**config.mk**
```make
export PLATFORM = sky130hd
export DESIGN_NAME = cpsd_ctrl
export DESIGN_NICKNAME = d
export VERILOG_FILES = /design/src/design/cpsd_pkg.sv /design/src/design/cpsd_ctrl.sv
export SDC_FILE = /design/constraint.sdc
export NUM_CORES = 1
export LEC_CHECK = 0
export ABC_AREA = 1
export ABC_CLOCK_PERIOD_IN_PS = 4350
export BUFFER_PORTS_ARGS = -buffer_cell sky130_fd_sc_hd__buf_2
export CAP_MARGIN = 25
export CORE_AREA = 2 2 43 45
export CTS_CLUSTER_DIAMETER = 60
export DETAILED_ROUTE_END_ITERATION = 10
export DIE_AREA = 0 0 45 47
export MAX_ROUTING_LAYER = met4
export PLACE_DENSITY_LB_ADDON = 0.05
export SKIP_LAST_GASP = 1
export SLEW_MARGIN = 5
export SYNTH_ARGS = -nofsm -noshare
export SYNTH_HDL_FRONTEND = slang
export SYNTH_SLANG_ARGS = --single-unit
```
**constraint.sdc**
```tcl
create_clock -name clk_i -period 4.35 [get_ports clk_i]
set_input_delay 0.435 -clock clk_i [delete_from_list [all_inputs] [get_ports clk_i]]
set_output_delay 0.435 -clock clk_i [all_outputs]
set_load 0.02 [all_outputs]
```
**src/design/cpsd_pkg.sv**
```systemverilog
// package: constants, codes and control types of the closest point search
package cpsd_pkg;
  localparam int MAX_ENTRIES = 1024;
  localparam int IDX_W = $clog2(MAX_ENTRIES);
  localparam int CNT_W = $clog2(MAX_ENTRIES + 1);
  localparam int POS_W = 30;
  localparam int GRID_W = 11;
  localparam int DIST_W = 24;
  localparam int CFG_IDX_W = 2;
  localparam int DIV_CNT_W = $clog2(POS_W);
  localparam int DIFF_W = 12;
  localparam int SUM_W = 2 * DIFF_W + 2;
  localparam logic [DIST_W-1:0] DIST_LIMIT = 24'd10000000;

  localparam logic [1:0] FUNC_CLEAR = 2'd0;
  localparam logic [1:0] FUNC_LOAD  = 2'd1;
  localparam logic [1:0] FUNC_QUERY = 2'd2;

  localparam logic [CFG_IDX_W-1:0] CFG_GRID_X = 2'd0;
  localparam logic [CFG_IDX_W-1:0] CFG_GRID_Y = 2'd1;
  localparam logic [CFG_IDX_W-1:0] CFG_CHAINED_ONLY = 2'd2;

  typedef struct packed {
    logic clr;
    logic load;
    logic q_start;
    logic div_start;
    logic div_b;
    logic div_entry;
    logic cap_a;
    logic cap_q;
    logic cap_e;
    logic rd_en;
    logic inc;
    logic sq_en;
    logic cmp_en;
    logic out_en;
  } cpsd_cmd_t;

  typedef struct packed {
    logic div_done;
    logic scan_end;
    logic skip;
    logic out_free;
  } cpsd_stat_t;
endpackage

```
**src/design/cpsd_ctrl.sv**
```systemverilog
// controller: sequences loads, clears and the query scan
module cpsd_ctrl (
  input  logic                 clk_i,
  input  logic                 rst_ni,
  input  logic                 in_valid_i,
  input  logic [1:0]           func_i,
  output logic                 in_ready_o,
  input  cpsd_pkg::cpsd_stat_t stat_i,
  output cpsd_pkg::cpsd_cmd_t  cmd_o
);
  import cpsd_pkg::*;

  typedef enum logic [10:0] {
    S_IDLE = 11'b00000000001,
    S_QS   = 11'b00000000010,
    S_QA   = 11'b00000000100,
    S_QB   = 11'b00000001000,
    S_RD   = 11'b00000010000,
    S_RDW  = 11'b00000100000,
    S_EA   = 11'b00001000000,
    S_EB   = 11'b00010000000,
    S_SQ   = 11'b00100000000,
    S_CMP  = 11'b01000000000,
    S_OUT  = 11'b10000000000
  } state_e;

  state_e state_q, state_d;

  always_ff @(posedge clk_i or negedge rst_ni) begin
    if (!rst_ni) state_q <= S_IDLE;
    else state_q <= state_d;
  end

  assign in_ready_o = (state_q == S_IDLE);

  always_comb begin
    state_d = state_q;
    cmd_o   = '0;
    unique case (state_q)
      S_IDLE: begin
        if (in_valid_i) begin
          unique case (func_i)
            FUNC_CLEAR: cmd_o.clr = 1'b1;
            FUNC_LOAD:  cmd_o.load = 1'b1;
            FUNC_QUERY: begin
              cmd_o.q_start = 1'b1;
              state_d = S_QS;
            end
            default: ;
          endcase
        end
      end
      S_QS: begin
        cmd_o.div_start = 1'b1;
        state_d = S_QA;
      end
      S_QA: begin
        if (stat_i.div_done) begin
          cmd_o.cap_a = 1'b1;
          cmd_o.div_start = 1'b1;
          cmd_o.div_b = 1'b1;
          state_d = S_QB;
        end
      end
      S_QB: begin
        if (stat_i.div_done) begin
          cmd_o.cap_q = 1'b1;
          state_d = S_RD;
        end
      end
      S_RD: begin
        if (stat_i.scan_end) begin
          state_d = S_OUT;
        end else begin
          cmd_o.rd_en = 1'b1;
          state_d = S_RDW;
        end
      end
      S_RDW: begin
        if (stat_i.skip) begin
          cmd_o.inc = 1'b1;
          state_d = S_RD;
        end else begin
          cmd_o.div_start = 1'b1;
          cmd_o.div_entry = 1'b1;
          state_d = S_EA;
        end
      end
      S_EA: begin
        if (stat_i.div_done) begin
          cmd_o.cap_a = 1'b1;
          cmd_o.div_start = 1'b1;
          cmd_o.div_b = 1'b1;
          state_d = S_EB;
        end
      end
      S_EB: begin
        if (stat_i.div_done) begin
          cmd_o.cap_e = 1'b1;
          state_d = S_SQ;
        end
      end
      S_SQ: begin
        cmd_o.sq_en = 1'b1;
        state_d = S_CMP;
      end
      S_CMP: begin
        cmd_o.cmp_en = 1'b1;
        state_d = S_RD;
      end
      S_OUT: begin
        if (stat_i.out_free) begin
          cmd_o.out_en = 1'b1;
          state_d = S_IDLE;
        end
      end
      default: state_d = S_IDLE;
    endcase
  end
endmodule

```
==> results.py, run 1 <==
metrics = {
    "outcome": {
        "status": "finished clean",
    },
    "routing": {
        "dr_total_vias": 823,
        "initialDrtViolationCount": 15,
        "met2_wirelength_um": 901,
        "drt-total-wl_um": 1840,
        "wl_met1_um": 824,
        "via_per_inst": 4.81,
        "wl_per_cell_um": 10.8,
        "met3_wirelength_um": 69,
        "routed.top_layer": "met4",
        "drt_drc_violations_left": 0,
        "iteration_count_of_the_initial_detailed_routing_pass": 4,
        "ant_nets": 0,
    },
    "place": {
        "numPlacedInstances": 167,
        "detailed_place_hpwl_um": 1580,
        "gp_routability_congestion": 0.816,
        "port_buffers": 23,
    },
    "floorplanning": {
        "core_area_um2": 1650,
        "initial_utilization_pct": 50.8,
        "design.portCount": 24,
        "die_x_um": 45,
        "floorplan.die.height_um": 47,
        "core.rowCount": 15,
        "fp.dieArea_um2": 2120,
    },
    "setup_path": {
        "endpoint_kind": "primary output",
        "critical_path_peak_fanout": 5,
        "critPathLaunchType": "flop",
        "worst-endpoint-required_ps": 3910,
        "cp_data_arrival_time_ps": 1720,
        "criticalPathCategory": "flop to primary output",
    },
    "clock_tree": {
        "clk_pin_slew_ps": 70,
        "cts_hold_buffers": 0,
        "post_cts.repair.setup_buffers": 0,
        "cts.htree.levels": 1,
        "tritoncts": "done",
        "clockRootBuffer": "sky130_fd_sc_hd__clkbuf_4",
        "cts_num_sinks": 11,
        "cts-buffers-inserted": 3,
        "ctsResizeCount": 0,
        "cts_buffer_depth": 2,
        "insertion_delay_ps": 280,
    },
    "sta": {
        "relSlewSlack_pct": 81.9,
        "grt_setup_unrepaired": "no",
        "timing.final.crit_period_ps": 2160,
        "setup_total_negative_slack_ps": 0,
        "final-setup-viol-count": 0,
        "number_of_pins_exceeding_their_max_slew_limit_in_the_final_report": 0,
        "fmaxAchievable_mhz": 464,
        "clock_skew_ps": 4.20,
        "slew_at_the_pin_closest_to_its_max_slew_limit_ps": 271,
        "timing.final.crit_share_pct": 49.5,
        "timing_hold_violations_final": 0,
    },
    "cells_and_area": {
        "largest_register_ffs": 11,
        "regMostFlops": "state_q",
        "reg_top3": "state_q: 11 flops",
        "non_filler_instance_count_after_layout": 171,
        "area_growth_pct": 18.5,
        "n_antenna_cell": 0,
        "fin_nets": 164,
        "drive_gt1_share_pct": 32.5,
    },
    "power": {
        "power_density_nw_per_um2": 545,
        "leakage_nw": 0.617,
        "irDropWorstVdd_v": 0.000304,
    },
    "grt": {
        "first_global_vias": 708,
        "grt_antenna_before_repair": 0,
        "grt_remaining_overflow": 0,
        "grt_use_total_pct": 21.1,
        "grt_first_pass_wirelength_um": 2990,
        "grt_max_degree": 12,
    },
    "synth": {
        "yosys_warnings": 0,
        "yosysSeqAreaShare_pct": 33.0,
        "syn_area_um2": 838,
        "postSynthRegisterBits": 11,
        "synthesis.instances": 128,
        "postSynthNetCount": 137,
        "number_of_distinct_library_cell_variants_in_the_gate_level_netlist_after_synthesis": 19,
        "synth.avg_cell_area_um2": 6.55,
    },
    "run": {
        "timing.max_cap.violations": 0,
    },
    "worst_hold_path": {
        "hold_crit_path_type": "primary input to asynchronous set/reset pin",
    },
}
==> worst paths after layout <==
check | start | endpoint | slack, ps | cells past startpoint
worst max-delay path | state_q[9] | cmd_o[10] | 2190 | 8
worst min-delay path | rst_ni | state_q[10] | 20 | 1
worst max register to register | state_q[3] | state_q[7] | 2780 | 10
worst min register to register | state_q[3] | state_q[3] | 540 | 2
max in group asynchronous | rst_ni | state_q[0] | 4050 | 1
min in group clk_i | stat_i[2] | state_q[5] | 330 | 2
==> layout make-up <==
class / instances / area, um^2
timing repair buffer: 23 / 115
tap: 17 / 21.3
inverter: 27 / 101
fill: 168 / 658
multi-input combinational: 89 / 453
clock buffer: 4 / 26.3
sequential: 11 / 277
==> cells in the mapped netlist, drive strengths merged <==
| library cell | instances | area share [%] |
|---|---|---|
| buf | 1 | 0.90 |
| nor4 | 1 | 0.75 |
| dfstp | 1 | 3.1 |
| nand2 | 37 | 20 |
| nor2 | 34 | 21 |
| nand3 | 5 | 3.6 |
| inv | 27 | 12 |
| o21ai | 3 | 3.1 |
| o211ai | 2 | 1.8 |
| nand4 | 1 | 0.75 |
| nor3 | 5 | 3.0 |
| dfrtp | 10 | 30 |
| a21oi | 1 | 0.60 |
==> power breakdown <==
| group | internal (W) | switching [W] |
|---|---|---|
| Sequential | 0.000126 | 0.0000158 |
| Combinational | 0.000107 | 0.000221 |
| Clock | 0.0000356 | 0.0000371 |
==> cell families after synthesis <==
logic type             synth area share [%]
AOI/OAI and AO/OA                      5.52
buffers and inverters                  13.0
and+or+nand+nor                        48.5
DFF                                    33.0
==> metal layers <==
layer / GRT usage, % / vias up
li1: - / 436
met1: 25.5 / 363
met2: 34.0 / 19
met3: 2.31 / 5
met4: 12.4 / 0
met5: - / -
==> through the flow <==
stage	utilization [%]	worst slack (ps)	cell area, um^2	power [W]	hold slack (ps)
after floorplan	-	2340	838	0.000403	139
after global placement	58.6	2520	967	0.000468	321
after detailed placement	58.6	2500	967	0.000474	326
after CTS	60.2	2190	993	0.000547	31.8
after global routing	60.2	2010	993	0.000587	44.7
final	60.2	2190	993	0.000542	21.1
==> critical path: stages, from the launching register on <==
cell	delay, ps
sky130_fd_sc_hd__dfrtp_1	420
sky130_fd_sc_hd__nor2_4	160
sky130_fd_sc_hd__nand2_4	80
sky130_fd_sc_hd__nor2_4	180
sky130_fd_sc_hd__nand2_1	110
sky130_fd_sc_hd__nor2_1	140
sky130_fd_sc_hd__inv_1	90
sky130_fd_sc_hd__o211ai_1	80
sky130_fd_sc_hd__buf_2	190
==> cells in the final DEF (no fill, tap or decap) <==
master                     Yosys  final
sky130_fd_sc_hd__nor4_1        1      1
sky130_fd_sc_hd__nand2_2       8      8
sky130_fd_sc_hd__clkbuf_4      0      3
sky130_fd_sc_hd__dfrtp_1      10     10
sky130_fd_sc_hd__buf_2         0     23
sky130_fd_sc_hd__nor2_1       26     26
sky130_fd_sc_hd__clkbuf_1      0      1
sky130_fd_sc_hd__a21oi_1       1      1
sky130_fd_sc_hd__nand4_1       1      1
sky130_fd_sc_hd__inv_1        25     25
sky130_fd_sc_hd__o21ai_2       3      3
sky130_fd_sc_hd__nand2_1      28     28
sky130_fd_sc_hd__nand2_4       1      1
sky130_fd_sc_hd__inv_2         2      2
sky130_fd_sc_hd__nor3_1        5      5
sky130_fd_sc_hd__o211ai_1      2      2
sky130_fd_sc_hd__dfstp_2       1      1
sky130_fd_sc_hd__nor2_4        5      5
sky130_fd_sc_hd__nor2_2        3      3
sky130_fd_sc_hd__nand3_2       1      1
sky130_fd_sc_hd__nand3_1       4      4
No activity file was read; power rests on OpenSTA's default activity.
==> run 2: changes to the inputs <==
- ABC_CLOCK_PERIOD_IN_PS: 4350 -> 2200
- CORE_AREA: 2 2 43 45 -> 2 2 44 46
- DIE_AREA: 0 0 45 47 -> 0 0 46 48
- clock period: 4.35 -> 2.2 ns (I/O delays scaled with it)
==> run 2 against run 1 <==
  * Critical path depth unchanged
  * Non-clock buffer count increased by 1
  * Sequential cell count is the same
  * Clock power up 97%
  * Clock skew shrank 0.72 ps
  * Critical endpoint unchanged
  * First-iteration DRC count up 27%
  * Register-to-register slack got worse by 2200 ps
  * Hold slack gained 100 ps
  * Final area up 1.0%
  * Worst setup slack lost 1900 ps
  * Combinational power increased by 98%
==> results.py, run 2 (same netlist as run 1, synthesis figures left out) <==
metrics = {
    "power": {
        "irDropWorstVdd_v": 0.000682,
        "power_density_nw_per_um2": 1070,
        "leakage_nw": 0.621,
    },
    "setup_path": {
        "critical_path_peak_fanout": 5,
        "timing.critical_path.from": "state_q[9]",
        "endpoint_kind": "primary output",
        "r2r-start": "state_q[3]",
        "criticalPathCategory": "flop to primary output",
        "cp_data_arrival_time_ps": 1730,
        "critPathLaunchType": "flop",
        "worst-endpoint-required_ps": 1980,
    },
    "place": {
        "port_buffers": 23,
        "detailed_place_hpwl_um": 1520,
        "gp_routability_congestion": 0.841,
    },
    "clock_tree": {
        "cts_buffer_depth": 2,
        "tritoncts": "done",
        "insertion_delay_ps": 270,
        "ctsResizeCount": 0,
        "cts.htree.levels": 1,
        "clockRootBuffer": "sky130_fd_sc_hd__clkbuf_4",
        "cts-buffers-inserted": 3,
        "clk_pin_slew_ps": 70,
        "cts_num_sinks": 11,
    },
    "sta": {
        "setup_total_negative_slack_ps": 0,
        "relSlewSlack_pct": 82.3,
        "number_of_pins_exceeding_their_max_slew_limit_in_the_final_report": 0,
        "slew_at_the_pin_closest_to_its_max_slew_limit_ps": 266,
        "grt_setup_unrepaired": "no",
        "clock_skew_ps": 3.48,
        "timing_hold_violations_final": 0,
        "final-setup-viol-count": 0,
        "hold_slack_ps": 124,
        "timing.final.crit_share_pct": 88.5,
        "timing.final.crit_period_ps": 1950,
        "fmaxAchievable_mhz": 513,
    },
    "routing": {
        "wl_per_cell_um": 10.7,
        "drt-total-wl_um": 1840,
        "initialDrtViolationCount": 19,
        "dr_total_vias": 842,
        "via_per_inst": 4.90,
        "drt_drc_violations_left": 0,
        "ant_nets": 0,
        "iteration_count_of_the_initial_detailed_routing_pass": 5,
    },
    "cells_and_area": {
        "layout.cells.most_common_list": "sky130_fd_sc_hd__nand2_1 (28), sky130_fd_sc_hd__nor2_1 (26), sky130_fd_sc_hd__inv_1 (25)",
        "reg_top3": "state_q: 11 flops",
        "n_antenna_cell": 0,
        "largest_register_ffs": 11,
        "fin_nets": 165,
        "regMostFlops": "state_q",
        "area_growth_pct": 19.7,
        "drive_gt1_share_pct": 32.3,
        "mostFrequentLayoutCell": "sky130_fd_sc_hd__nand2_1",
    },
    "floorplanning": {
        "design.portCount": 24,
        "core_area_um2": 1690,
        "fp.dieArea_um2": 2210,
        "core.rowCount": 15,
        "initial_utilization_pct": 49.6,
        "die_x_um": 46,
        "floorplan.die.height_um": 48,
    },
    "grt": {
        "grt_use_total_pct": 20.7,
        "grt_antenna_before_repair": 0,
        "first_global_vias": 728,
        "grt_max_degree": 12,
        "grt_first_pass_wirelength_um": 3050,
        "grt_remaining_overflow": 0,
    },
    "worst_hold_path": {
        "timing.hold.worst.start": "stat_i[2]",
        "hold_crit_path_type": "primary input to flop",
    },
    "run": {
        "timing.max_cap.violations": 0,
    },
    "outcome": {
        "status": "finished clean",
    },
}
[run 2: final timing paths]
kind	endpoint	slack, ps	depth (start not counted)
min reg2reg	state_q[3]	560	2
max	cmd_o[10]	250	8
min in group asynchronous	state_q[3]	340	2
max in group asynchronous	state_q[0]	1590	2
max reg2reg	state_q[7]	630	10
min	state_q[5]	120	2
[run 2: metal layers]
metal  routed length, um  up-vias  track usage, %
met1                 849      376            24.7
met3                  79        5            2.64
li1                    -      438               -
met4                  36        0            10.3
met2                 871       23            34.2
met5                   0        -               -
[run 2: layout make-up]
type                            instances  area [um^2]
Multi-Input combinational cell         89          453
Timing Repair Buffer                   24          125
Clock buffer                            4         26.3
Tap cell                               17         21.3
Sequential cell                        11          277
Inverter                               27          101
Fill cell                             167          686
[run 2: critical path, stage by stage (launching register included)]
cell and delay, ps:
sky130_fd_sc_hd__dfrtp_1 420, sky130_fd_sc_hd__nor2_4 160, sky130_fd_sc_hd__nand2_4 80, sky130_fd_sc_hd__nor2_4 180, sky130_fd_sc_hd__nand2_1 120, sky130_fd_sc_hd__nor2_1 140, sky130_fd_sc_hd__inv_1 90, sky130_fd_sc_hd__o211ai_1 80
sky130_fd_sc_hd__buf_2 190
[run 2: timing repair]
item | 4_1_cts | 5_1_grt
hold buffers | 1 | 0
setup buffers | 0 | 0
endpoints found under the hold margin | 10 | 0
[run 2: report_power, final]
group	switching [W]	total, W	internal [W]
sequential	0.0000334	0.000282	0.000248
combinational	0.000435	0.000648	0.000213
clock	0.0000724	0.000143	0.0000703
total	0.000541	0.00107	0.000532
[run 2: stage by stage]
step	instance area, um^2	utilization [%]	total power (W)	cells	setup slack, ps
after detailed placement	967	57.3	0.000934	167	535
after CTS	1000	59.4	0.00108	172	232
after floorplan	838	-	0.000796	128	403
after global routing	1000	59.4	0.00117	172	123
final	1000	59.4	0.00107	172	252
after global placement	967	57.3	0.000923	167	589
